--- src/rtl/core/lge_pkg.sv ---
// Shared types and constants for the life generation engine.
// No dependencies; used by lge_row_rule and life_generation_engine.
`default_nettype none

package lge_pkg;

  typedef enum logic [1:0] {
    REQ_WRITE   = 2'd0,
    REQ_READ    = 2'd1,
    REQ_ADVANCE = 2'd2,
    REQ_NOP     = 2'd3
  } req_e;

  typedef enum logic [3:0] {
    ST_IDLE = 4'b0001,
    ST_CELL = 4'b0010,
    ST_ADV  = 4'b0100,
    ST_RESP = 4'b1000
  } state_e;

  localparam logic REG_ROWS = 1'b0;
  localparam logic REG_COLS = 1'b1;

  localparam int unsigned ROWS_W = 5;
  localparam int unsigned COLS_W = 7;
  localparam int unsigned CFG_W  = 7;

  localparam logic [ROWS_W-1:0] ROWS_RESET = 5'd10;
  localparam logic [COLS_W-1:0] COLS_RESET = 7'd35;

  localparam logic [3:0] SURVIVE_MIN = 4'd2;
  localparam logic [3:0] BIRTH_CNT   = 4'd3;

endpackage

`default_nettype wire

--- src/rtl/core/lge_board_mem.sv ---
// Board row memory: one write port, one registered read port, per-row valid bits.
// A row never written since reset reads as all dead. Depends on nothing.
`default_nettype none

module lge_board_mem #(
  parameter int unsigned ROWS = 16,
  parameter int unsigned COLS = 64
) (
  input  wire logic                    clk_i,
  input  wire logic                    rst_ni,
  input  wire logic                    rd_en_i,
  input  wire logic [$clog2(ROWS)-1:0] rd_addr_i,
  output logic      [COLS-1:0]         rd_data_o,
  input  wire logic                    wr_en_i,
  input  wire logic [$clog2(ROWS)-1:0] wr_addr_i,
  input  wire logic [COLS-1:0]         wr_data_i
);

  logic [COLS-1:0] mem [ROWS];
  logic [ROWS-1:0] row_valid_q;
  logic [COLS-1:0] rd_raw_q;
  logic            rd_vld_q;

  always_ff @(posedge clk_i) begin
    if (wr_en_i) begin
      mem[wr_addr_i] <= wr_data_i;
    end
    if (rd_en_i) begin
      rd_raw_q <= mem[rd_addr_i];
    end
  end

  always_ff @(posedge clk_i or negedge rst_ni) begin
    if (!rst_ni) begin
      row_valid_q <= '0;
      rd_vld_q    <= 1'b0;
    end else begin
      if (wr_en_i) begin
        row_valid_q[wr_addr_i] <= 1'b1;
      end
      if (rd_en_i) begin
        rd_vld_q <= row_valid_q[rd_addr_i];
      end
    end
  end

  assign rd_data_o = rd_vld_q ? rd_raw_q : '0;

endmodule

`default_nettype wire

--- src/rtl/core/lge_row_rule.sv ---
// Row update unit: next generation of one row from the rows above, at and below.
// Columns outside the mask keep their old value. Uses lge_pkg.
`default_nettype none

module lge_row_rule #(
  parameter int unsigned COLS = 64
) (
  input  wire logic [COLS-1:0] up_i,
  input  wire logic [COLS-1:0] mid_i,
  input  wire logic [COLS-1:0] dn_i,
  input  wire logic [COLS-1:0] mask_i,
  output logic      [COLS-1:0] next_o
);

  logic [COLS-1:0] u, m, d;
  logic [COLS-1:0] ul, ml, dl, ur, mr, dr;
  logic [COLS-1:0] born;

  assign u  = up_i & mask_i;
  assign m  = mid_i & mask_i;
  assign d  = dn_i & mask_i;
  assign ul = u << 1;
  assign ml = m << 1;
  assign dl = d << 1;
  assign ur = u >> 1;
  assign mr = m >> 1;
  assign dr = d >> 1;

  always_comb begin
    logic [3:0] n;
    born = '0;
    for (int c = 0; c < COLS; c++) begin
      n = 4'(u[c]) + 4'(d[c]) + 4'(ul[c]) + 4'(ml[c]) + 4'(dl[c])
        + 4'(ur[c]) + 4'(mr[c]) + 4'(dr[c]);
      if (n == lge_pkg::BIRTH_CNT) begin
        born[c] = 1'b1;
      end else if (n == lge_pkg::SURVIVE_MIN) begin
        born[c] = m[c];
      end else begin
        born[c] = 1'b0;
      end
    end
  end

  assign next_o = (mid_i & ~mask_i) | (born & mask_i);

endmodule

`default_nettype wire

--- src/rtl/core/life_generation_engine.sv ---
// Life generation engine: request channel, result channel, board size registers.
// Sequencer driving lge_board_mem and lge_row_rule; uses lge_pkg.
//
// Requests (in_valid_i / in_stall_o) carry req_type_i, row_i, col_i, alive_i:
// write a cell, read a cell, or advance the board one generation. Each request
// gives exactly one result (out_valid_o / out_stall_i) with read_alive_o and
// done_kind_o, the echo of the request type.
// One request is handled at a time; in_stall_o is high from acceptance until
// the result has been taken.
// Write and read pass through a cell step (read-modify-write of the row) and
// then give the result; an unused type goes straight to the result, as does
// an advance with no rows in use (rows in use are at most MAX_ROWS). Else an
// advance walks the rows in order: one row is read and one row written per
// cycle while a three-row window feeds the row update unit.
// Reset clears the board (per-row valid bits), the sequencer and the size
// registers (10 rows, 35 columns). A stalled result holds, and no new request
// is taken until it is delivered. Size registers are written via cfg_we_i.
`default_nettype none

module life_generation_engine #(
  parameter int unsigned MAX_ROWS = 16,
  parameter int unsigned MAX_COLS = 64
) (
  input  wire logic                       clk_i,
  input  wire logic                       rst_ni,
  input  wire logic                       cfg_we_i,
  input  wire logic                       cfg_index_i,
  input  wire logic [lge_pkg::CFG_W-1:0]  cfg_wdata_i,
  input  wire logic                       in_valid_i,
  output logic                            in_stall_o,
  input  wire logic [1:0]                 req_type_i,
  input  wire logic [3:0]                 row_i,
  input  wire logic [5:0]                 col_i,
  input  wire logic                       alive_i,
  output logic                            out_valid_o,
  input  wire logic                       out_stall_i,
  output logic                            read_alive_o,
  output logic [1:0]                      done_kind_o
);

  localparam int unsigned RW  = $clog2(MAX_ROWS);
  localparam int unsigned CW  = $clog2(MAX_ROWS + 1);
  localparam int unsigned RCW = (CW > lge_pkg::ROWS_W) ? CW : lge_pkg::ROWS_W;
  localparam int unsigned CLW = $clog2(MAX_COLS);

  lge_pkg::state_e state_q, state_d;

  logic [lge_pkg::ROWS_W-1:0] rows_q;
  logic [lge_pkg::COLS_W-1:0] cols_q;
  logic [RCW-1:0]             rows_eff;
  logic [lge_pkg::COLS_W-1:0] cols_eff;
  logic [MAX_COLS-1:0]        mask;

  logic [1:0]          kind_q;
  logic [RW-1:0]       row_idx_q;
  logic [CLW-1:0]      col_idx_q;
  logic                alive_q;
  logic                in_board_q;
  logic                rbit_q, rbit_d;
  logic [RCW-1:0]      cnt_q, cnt_d;
  logic [MAX_COLS-1:0] up_q, up_d, mid_q, mid_d;

  logic                accept;
  logic                in_board;
  logic [RCW-1:0]      row_ext;
  logic [RCW-1:0]      cnt_inc;
  logic [RCW-1:0]      cnt_dec;
  logic [MAX_COLS-1:0] dn;
  logic [MAX_COLS-1:0] rule_next;

  logic                rd_en, wr_en;
  logic [RW-1:0]       rd_addr, wr_addr;
  logic [MAX_COLS-1:0] rd_data, wr_data;

  assign rows_eff = (RCW'(rows_q) > RCW'(MAX_ROWS)) ? RCW'(MAX_ROWS) : RCW'(rows_q);
  assign cols_eff = (cols_q > lge_pkg::COLS_W'(MAX_COLS)) ?
                    lge_pkg::COLS_W'(MAX_COLS) : cols_q;

  for (genvar c = 0; c < MAX_COLS; c++) begin : g_mask
    assign mask[c] = lge_pkg::COLS_W'(c) < cols_eff;
  end

  assign accept   = in_valid_i && (state_q == lge_pkg::ST_IDLE);
  assign row_ext  = RCW'(row_i);
  assign in_board = (row_ext < rows_eff) && ({1'b0, col_i} < cols_eff);
  assign cnt_inc  = cnt_q + RCW'(1);
  assign cnt_dec  = cnt_q - RCW'(1);
  assign dn       = (cnt_q < rows_eff) ? rd_data : '0;

  always_ff @(posedge clk_i or negedge rst_ni) begin
    if (!rst_ni) begin
      rows_q <= lge_pkg::ROWS_RESET;
      cols_q <= lge_pkg::COLS_RESET;
    end else if (cfg_we_i) begin
      unique case (cfg_index_i)
        lge_pkg::REG_ROWS: rows_q <= cfg_wdata_i[lge_pkg::ROWS_W-1:0];
        lge_pkg::REG_COLS: cols_q <= cfg_wdata_i[lge_pkg::COLS_W-1:0];
        default: ;
      endcase
    end
  end

  always_comb begin
    state_d = state_q;
    rbit_d  = rbit_q;
    cnt_d   = cnt_q;
    up_d    = up_q;
    mid_d   = mid_q;
    rd_en   = 1'b0;
    rd_addr = row_ext[RW-1:0];
    wr_en   = 1'b0;
    wr_addr = cnt_dec[RW-1:0];
    wr_data = rule_next;
    unique case (state_q)
      lge_pkg::ST_IDLE: begin
        if (accept) begin
          rbit_d = 1'b0;
          unique case (lge_pkg::req_e'(req_type_i))
            lge_pkg::REQ_WRITE, lge_pkg::REQ_READ: begin
              rd_en   = 1'b1;
              state_d = lge_pkg::ST_CELL;
            end
            lge_pkg::REQ_ADVANCE: begin
              cnt_d = '0;
              up_d  = '0;
              mid_d = '0;
              if (rows_eff == '0) begin
                state_d = lge_pkg::ST_RESP;
              end else begin
                rd_en   = 1'b1;
                rd_addr = '0;
                state_d = lge_pkg::ST_ADV;
              end
            end
            default: state_d = lge_pkg::ST_RESP;
          endcase
        end
      end
      lge_pkg::ST_CELL: begin
        wr_addr = row_idx_q;
        wr_data = rd_data;
        wr_data[col_idx_q] = alive_q;
        if (lge_pkg::req_e'(kind_q) == lge_pkg::REQ_WRITE) begin
          wr_en = in_board_q;
        end else begin
          rbit_d = in_board_q & rd_data[col_idx_q];
        end
        state_d = lge_pkg::ST_RESP;
      end
      lge_pkg::ST_ADV: begin
        wr_en   = (cnt_q != '0);
        up_d    = mid_q;
        mid_d   = dn;
        rd_en   = cnt_inc < rows_eff;
        rd_addr = cnt_inc[RW-1:0];
        cnt_d   = cnt_inc;
        if (cnt_q == rows_eff) begin
          state_d = lge_pkg::ST_RESP;
        end
      end
      lge_pkg::ST_RESP: begin
        if (!out_stall_i) begin
          state_d = lge_pkg::ST_IDLE;
        end
      end
      default: state_d = lge_pkg::ST_IDLE;
    endcase
  end

  always_ff @(posedge clk_i or negedge rst_ni) begin
    if (!rst_ni) begin
      state_q <= lge_pkg::ST_IDLE;
      cnt_q   <= '0;
      rbit_q  <= 1'b0;
    end else begin
      state_q <= state_d;
      cnt_q   <= cnt_d;
      rbit_q  <= rbit_d;
    end
  end

  always_ff @(posedge clk_i) begin
    up_q  <= up_d;
    mid_q <= mid_d;
    if (accept) begin
      kind_q     <= req_type_i;
      row_idx_q  <= row_ext[RW-1:0];
      col_idx_q  <= col_i[CLW-1:0];
      alive_q    <= alive_i;
      in_board_q <= in_board;
    end
  end

  lge_board_mem #(
    .ROWS (MAX_ROWS),
    .COLS (MAX_COLS)
  ) u_mem (
    .clk_i     (clk_i),
    .rst_ni    (rst_ni),
    .rd_en_i   (rd_en),
    .rd_addr_i (rd_addr),
    .rd_data_o (rd_data),
    .wr_en_i   (wr_en),
    .wr_addr_i (wr_addr),
    .wr_data_i (wr_data)
  );

  lge_row_rule #(
    .COLS (MAX_COLS)
  ) u_rule (
    .up_i   (up_q),
    .mid_i  (mid_q),
    .dn_i   (dn),
    .mask_i (mask),
    .next_o (rule_next)
  );

  assign in_stall_o   = (state_q != lge_pkg::ST_IDLE);
  assign out_valid_o  = (state_q == lge_pkg::ST_RESP);
  assign read_alive_o = rbit_q;
  assign done_kind_o  = kind_q;

`ifndef NO_ASSERTIONS
  a_busy_while_result : assert property (@(posedge clk_i) disable iff (!rst_ni)
    out_valid_o |-> in_stall_o)
    else $error("request taken while result pending");

  a_write_only_busy : assert property (@(posedge clk_i) disable iff (!rst_ni)
    wr_en |-> (state_q == lge_pkg::ST_CELL || state_q == lge_pkg::ST_ADV))
    else $error("board write outside a request");

  a_cnt_bound : assert property (@(posedge clk_i) disable iff (!rst_ni)
    (state_q == lge_pkg::ST_ADV) |-> (cnt_q <= rows_eff))
    else $error("advance row counter past board");

  a_nop_result : assert property (@(posedge clk_i) disable iff (!rst_ni)
    (accept && req_type_i == lge_pkg::REQ_NOP) |=> (out_valid_o && !read_alive_o))
    else $error("unused request type result wrong");
`endif

endmodule

`default_nettype wire
--- config.mk ---
export PLATFORM = sky130hd
export DESIGN_NAME = life_generation_engine
export DESIGN_NICKNAME = d
export VERILOG_FILES = /design/src/rtl/core/lge_pkg.sv /design/src/rtl/core/lge_board_mem.sv /design/src/rtl/core/lge_row_rule.sv /design/src/rtl/core/life_generation_engine.sv
export SDC_FILE = /design/constraint.sdc
export NUM_CORES = 2
export LEC_CHECK = 0
export CAP_MARGIN = 30
export CORE_MARGIN = 5
export CORE_UTILIZATION = 64
export DETAILED_ROUTE_END_ITERATION = 6
export DONT_BUFFER_PORTS = 1
export PLACE_DENSITY = 0.8
export SKIP_CTS_REPAIR_TIMING = 1
export SLEW_MARGIN = 10
export SYNTH_ARGS = -nofsm -noshare
export SYNTH_HDL_FRONTEND = slang
export SYNTH_HIERARCHICAL = 1
export SYNTH_SLANG_ARGS = --single-unit
export TNS_END_PERCENT = 1
--- constraint.sdc ---
create_clock -name clk_i -period 9.8 [get_ports clk_i]
set_clock_uncertainty 0.1 [all_clocks]
set_input_delay 0.49 -clock clk_i [delete_from_list [all_inputs] [get_ports clk_i]]
set_output_delay 0.49 -clock clk_i [all_outputs]
set_load 0.1 [all_outputs]
# ---- Word-level counts from Yosys, hierarchy flattened
# Memories as Yosys holds them, arrays and structs flattened. A register that Yosys moved wholly into a read port is not among the register bits.
# Cells that the tools add are included.
# Widths: inputs -> output; s select.
dict set report totals {
  mem_bits_rw 1024
  word_cells 872
  reg_bits 181
  output_inout_bits 5
  n_memories 1
  input_bits 26
}
dict set report op_classes {
  add_sub_neg 444
  n_reduce_logical 16
  bitwise 10
  n_eq_ne 141
  n_lt_le_gt_ge 75
  mux 171
}
# name words width read_ports rd_ports_with_merged_regs write_ports line
set memory_table {}
lappend memory_table {u_mem.mem 16 64 1 1 1 lge_board_mem.sv:19} ;# logic [COLS-1:0] mem [ROWS];
# operator n
set op_table {}
lappend op_table {{$add 4x1->4} 378}
lappend op_table {{$eq 4x2->1 const B} 129}
lappend op_table {{$and 64x64->64} 5}
lappend op_table {{$mux 64} 5}
lappend op_table {{$pmux 64 s2} 2}
lappend op_table {{$lt 6x7->1 const A} 32}
lappend op_table {{$mux 1} 139}
lappend op_table {{$add 1x1->2} 64}
lappend op_table {{$lt 5x7->1 const A} 16}
lappend op_table {{$bwmux 64} 1}
lappend op_table {{$not 64->64} 1}
lappend op_table {{$or 64x64->64} 1}
lappend op_table {{$lt 4x7->1 const A} 8}
lappend op_table {{$mux 4} 8}
lappend op_table {{$lt 3x7->1 const A} 4}
lappend op_table {{$or 16x16->16} 1}
lappend op_table {{$pmux 4 s2} 2}
lappend op_table {{$pmux 4 s4} 1}
lappend op_table {{$mux 5} 3}
lappend op_table {{$lt 1x7->1 const A} 2}
lappend op_table {{$lt 2x7->1 const A} 2}
lappend op_table {{$lt 4x5->1 const B} 2}
lappend op_table {{$lt 5x5->1} 2}
lappend op_table {{$pmux 5 s2} 1}
lappend op_table {{34 further kinds} 48}

# ---- Depth between registers and ports, before layout
dict set report depth {
  depth_word 18
  depth_mapped 22
  ltp_nobuf 21
}

# ---- Cells and area by module
# Netlist, hierarchy kept.
# mod cells_per_inst seq_area_each_um2 n_inst area_each_um2
set by_module_without_submodules {}
lappend by_module_without_submodules {lge_board_mem 1615 33096.7 1 41544.8}
lappend by_module_without_submodules {lge_row_rule 996 0.0 1 10880.4}
lappend by_module_without_submodules {life_generation_engine 1045 4822.1 1 10191.0}

# ---- Worst setup path after synthesis
# Ideal clock, no wire load.
dict set report synth_timing {
  kind {register to register}
  start {reg cnt_q[0]}
  end {reg u_mem.rd_vld_q}
  synth_period_minus_slack_ns 7.463
  slack_ns 2.337
  arrival_time_ns 7.274
  path_stages_with_launch 11
  cell_sequence {dfrtp_1 > inv_1 > ha_1 > ha_1 > nor2b_1 > o21ai_0 > nand2b_1 > a21oi_1 > nor2b_1 > o32ai_1 > mux2_2}
}
dict set report synth_between {
  elab_cells_between_ends 6
}
# item line
set synth_rtl {}
lappend synth_rtl {{from (decl)} life_generation_engine.sv:60} ;# logic [RCW-1:0] cnt_q, cnt_d;
lappend synth_rtl {{from (signal assigned)} life_generation_engine.sv:177} ;# cnt_q <= cnt_d;
lappend synth_rtl {{$add 5x1->5} life_generation_engine.sv:86} ;# assign cnt_inc = cnt_q + RCW'(1);
lappend synth_rtl {{$lt 5x5->1} life_generation_engine.sv:154} ;# rd_en = cnt_inc < rows_eff;
lappend synth_rtl {{$pmux 1 s2} life_generation_engine.sv:114} ;# unique case (state_q)
lappend synth_rtl {{net rd_en} life_generation_engine.sv:71} ;# logic rd_en, wr_en;
lappend synth_rtl {{to (signal assigned)} lge_board_mem.sv:42} ;# rd_vld_q <= row_valid_q[rd_addr_i];
lappend synth_rtl {{to (decl)} lge_board_mem.sv:22} ;# logic rd_vld_q;
# The timed path passes the listed nets, and every way through them passes these cells. The select of a mux whose other input is x is not followed.
# A chain may end at the register's enable or synchronous reset.

# ---- Final worst setup path
dict set report layout_timing {
  start {reg rows_q[4] in the netlist's numbering}
  end {mem u_mem.mem[3][51] (data pin)}
}
dict set report layout_between {
  elab_cells_between_ends 19
}
# item line
set layout_rtl {}
lappend layout_rtl {{from (decl)} life_generation_engine.sv:48} ;# logic [lge_pkg::ROWS_W-1:0] rows_q;
lappend layout_rtl {{from (signal assigned)} life_generation_engine.sv:92} ;# rows_q <= lge_pkg::ROWS_RESET;
lappend layout_rtl {{from (signal assigned)} life_generation_engine.sv:96} ;# lge_pkg::REG_ROWS: rows_q <= cfg_wdata_i[lge_pkg::ROWS_W-1:0];
lappend layout_rtl {{$gt 5x5->1} life_generation_engine.sv:75} ;# assign rows_eff = (RCW'(rows_q) > RCW'(MAX_ROWS)) ? RCW'(MAX_ROWS) : RCW'(rows_q);
lappend layout_rtl {{$mux 5 (*)} life_generation_engine.sv:75}
lappend layout_rtl {{$lt 5x5->1 (*)} life_generation_engine.sv:88} ;# assign dn = (cnt_q < rows_eff) ? rd_data : '0;
lappend layout_rtl {{$mux 64 (*)} life_generation_engine.sv:88}
lappend layout_rtl {{net dn[50]} life_generation_engine.sv:68} ;# logic [MAX_COLS-1:0] dn;
lappend layout_rtl {{$and 64x64->64 (*)} lge_row_rule.sv:21} ;# assign d = dn_i & mask_i;
lappend layout_rtl {{$add 4x1->4 (*)} lge_row_rule.sv:33} ;# n = 4'(u[c]) + 4'(d[c]) + 4'(ul[c]) + 4'(ml[c]) + 4'(dl[c])
lappend layout_rtl {{$add 4x1->4 (*) (3 in a row)} lge_row_rule.sv:34} ;# + 4'(ur[c]) + 4'(mr[c]) + 4'(dr[c]);
lappend layout_rtl {{$eq 4x2->1} lge_row_rule.sv:37} ;# end else if (n == lge_pkg::SURVIVE_MIN) begin
lappend layout_rtl {{$mux 1} lge_row_rule.sv:37}
lappend layout_rtl {{$mux 1 (*)} lge_row_rule.sv:35} ;# if (n == lge_pkg::BIRTH_CNT) begin
lappend layout_rtl {{$and 64x64->64 (*)} lge_row_rule.sv:45} ;# assign next_o = (mid_i & ~mask_i) | (born & mask_i);
lappend layout_rtl {{$or 64x64->64 (*)} lge_row_rule.sv:45}
lappend layout_rtl {{net rule_next[51]} life_generation_engine.sv:69} ;# logic [MAX_COLS-1:0] rule_next;
lappend layout_rtl {{$mux 64 (*)} life_generation_engine.sv:114}
lappend layout_rtl {{net wr_data[51]} life_generation_engine.sv:73} ;# logic [MAX_COLS-1:0] rd_data, wr_data;
lappend layout_rtl {{to (decl)} lge_board_mem.sv:19}
# Mark *: on every way through the listed nets, which the timed path passes. The rest lies on a longest branch.

==> results.sh <==
export IMPL_status="complete, no violations"
export IMPL_fp_coreArea_um2=96850
export IMPL_drc=0
export IMPL_initial_antenna_violation_count=0
export IMPL_final_cell_mix="edfxtp_1 (1230), and2_1 (450), mux4_2 (331)"
export IMPL_library_cell_used_as_clock_root_buffer="clkbuf_16"
export IMPL_number_of_max_cap_violations=0
export IMPL_timing_final_hold_violations=0
export IMPL_port_buffers=0
export IMPL_place_congestion=0.9199
export IMPL_power_density_nw_per_um2=296.9
export IMPL_commonest_non_fill_non_tap_cell_in_the_layout="edfxtp_1"
export IMPL_die_x_um=322.8
export IMPL_report_final_slew_viol_count=0
export IMPL_worst_endpoint_arrival_ps=6540
export IMPL_fraction_of_registers_with_async_set_reset=0.03073
export IMPL_timing_hold_worst_class="primary input to register"
export IMPL_mappedNetlistArea_um2=62620
export IMPL_timing_hold_worst_start="cfg_index_i"
export IMPL_synth_warning_count=6
export IMPL_grt_total_usage=0.3012
export IMPL_place_inst=4904
export IMPL_detailedRoute_firstPassIterationCount=5
export IMPL_worstSetupPathType="register to register"
export IMPL_setup_violations=0
export IMPL_dr_total_vias=35180
export IMPL_cts_buffers_inserted=130
export IMPL_final_cells=5172
export IMPL_smallest_setup_slack_after_layout_ps=3561
export IMPL_hpwl_mm=90.44
export IMPL_worst_setup_path_startpoint="rows_q[4]$_DFFE_PN0P_"
export IMPL_seq_area_frac_synth=0.6056
export IMPL_htreeDepth=4
export IMPL_rows=114
export IMPL_multi_input_area_um2=23920
export IMPL_io_pins=31
export IMPL_worstMarginPinSlew_ps=1113
export IMPL_critical_path_startpoint_type="register"
export IMPL_critPathMaxFanout=64
export IMPL_synth_avg_cell_area_um2=17.13
export IMPL_setup_total_negative_slack_ps=0
export IMPL_minimum_clock_period_after_layout_ps=6239
export IMPL_grt_first_pass_wirelength_mm=230.7
export IMPL_critPathRequiredTime_ps=10100
export IMPL_grt_max_degree=139
export IMPL_die_area_um2=104200
export IMPL_setup_crit_end_kind="register"
export IMPL_worst_ir_drop_on_vdd_mv=0.2114
export IMPL_yosys_area_share_adder=0.1223
export IMPL_yosys_most_used_dff="edfxtp_1"
export IMPL_synth_cell_types=61
export IMPL_cts_tree="built"
export IMPL_gr_ovfl_total=0
export IMPL_synth_edff_count=1230
export IMPL_r2r_start="rows_q[4]$_DFFE_PN0P_"
export IMPL_clock_insertion_delay_worst_skew_ps=760
export IMPL_insertedDiodeCount=0
export IMPL_rsz0062_at_grt="false"
export IMPL_vias_in_the_first_global_route=35920
export IMPL_dp_worst_setup_slack_ps=3542
export IMPL_layout_area_overhead_vs_synth_pct=10.14
export IMPL_synth_xor_area_frac=0.0006994
export IMPL_cellLeakagePower_uw=0.02428
export IMPL_syn_nets=4143
export IMPL_synth_top_family_by_area="multiplexers"
export IMPL_synth_simple_area_share=0.08666
export IMPL_max_slew_margin_rel=0.2583
export IMPL_avgViaCountPerCell=6.802
export IMPL_totalWireLength_mm=154.7
export IMPL_die_h_um=322.8
export IMPL_finalHoldWorstSlack_ps=5.413
export IMPL_dr_first_iter_drc_count=4398
export IMPL_area_sequential_um2=37920
export IMPL_post_drt_wl_per_cell_um=29.91
export IMPL_post_route_period_util=0.6367
export IMPL_synth_compound_area_frac=0.03489
export IMPL_clk_path_buf_depth=3
export IMPL_share_of_cells_above_drive_strength_1=0.1869
export IMPL_clk_pin_slew_worst_paths_ps=60
export IMPL_max_clock_freq_ghz=0.1603
export IMPL_drtAntennaViolNets=0
export IMPL_synth_seq_cells=1269
export IMPL_synth_mux_area_frac=0.1346
export IMPL_cts_sinks=1269
export IMPL_fill_cells=5822
export IMPL_layout_nets=4275
export IMPL_initial_core_util=0.6465
export IMPL_synth_cells=3656
-- metrics by stage --
step                instance area [um^2]  utilization  total power (uW)
finish                             68970       0.7121             20480
global route                       68970       0.7121             21550
CTS                                68680       0.7092             20410
detailed placement                 64550       0.6664             15500
global placement                   64550       0.6664             15170
floorplan                          62620            -             13070
-- worst paths after layout --
kind	slack, ps	depth (start not counted)	endpoint
worst max-delay path	3560	19	u_mem/mem[3][51]$_DFFE_PP_
worst min-delay path	5	3	rows_q[4]$_DFFE_PN0P_
worst max register to register	3560	19	u_mem/mem[3][51]$_DFFE_PP_
worst min register to register	370	1	u_mem/row_valid_q[13]$_DFFE_PN0P_
max in group asynchronous	9190	2	rows_q[1]$_DFFE_PN1P_
min in group asynchronous	140	2	u_mem/row_valid_q[3]$_DFFE_PN0P_
-- synthesized netlist by cell type, types with 17 or more instances --
cell type / n / area (um^2)
a21o_1: 75 / 563.0
nand4b_1: 63 / 551.8
buf_2: 25 / 125.1
ha_1: 209 / 2615
o21ai_0: 94 / 470.5
nor2_1: 115 / 431.7
buf_6: 31 / 349.1
fa_1: 252 / 5045
a31oi_1: 65 / 406.6
inv_1: 31 / 116.4
and2_1: 450 / 2815
mux2_2: 17 / 191.4
a21oi_1: 96 / 480.5
mux4_2: 331 / 7455
nand2_1: 194 / 728.2
edfxtp_1: 1230 / 36940
or3b_1: 29 / 254.0
clkbuf_1: 79 / 296.5
or2_2: 21 / 131.4
mux2i_1: 78 / 780.8
dfrtp_1: 33 / 825.8
-- critical path, stage by stage (launching register included) --
cell     delay (ps)
dfrtp_1         430
inv_1           170
nand2_1         110
ha_1            300
nor2b_1         140
o21a_1          160
o21a_1          160
o21a_1          230
nor2_4          100
buf_4           630
and2_1          230
and2_1          240
fa_1            470
fa_1            460
ha_1            240
fa_1            520
or3b_1          360
a31oi_1         190
nand2_1          70
o21ai_1         550
-- metal layers --
layer | global-route usage | vias up | part of all wire
met3 | 0.05747 | 339 | 0.094
met5 | 0 | - | 0
li1 | - | 14470 | -
met1 | 0.4331 | 18370 | 0.39
met2 | 0.4809 | 2002 | 0.48
met4 | 0.09447 | 0 | 0.031
-- logic make-up after synthesis --
group | count (synthesis)
flip-flops | 1269
multiplexers | 426
AO/OA/AOI/OAI | 363
buffers and inverters | 182
AND/OR/NAND/NOR | 950
XOR/XNOR | 5
adder cells (fa/ha/maj) | 461
-- power by group --
part / internal [uW] / switching [uW]
clock: 2670 / 2150
combinational: 2870 / 4720
sequential: 7890 / 185
total: 13400 / 7050
-- layout make-up --
cell class	count	share of cell area
Clock buffer	159	0.04920
Multi-Input combinational cell	2205	0.3468
Tap cell	1276	0.02315
Clock inverter	81	0.01078
Inverter	32	0.001814
Sequential cell	1269	0.5498
Timing Repair Buffer	150	0.01840
-- state kept, by name, summed over array words and instances, names as in the netlist --
signal and flops:
up_q 64, read_alive_o 1, col_idx_q 6, alive_q 1, u_mem/rd_vld_q 1, in_board_q 1
rows_q 5, u_mem/row_valid_q 16, u_mem/mem 1024, done_kind_o 2, mid_q 64, state_q 4
row_idx_q 4, u_mem/rd_raw_q 64, cols_q 7, cnt_q 5
No activity file was read; power rests on OpenSTA's default activity.
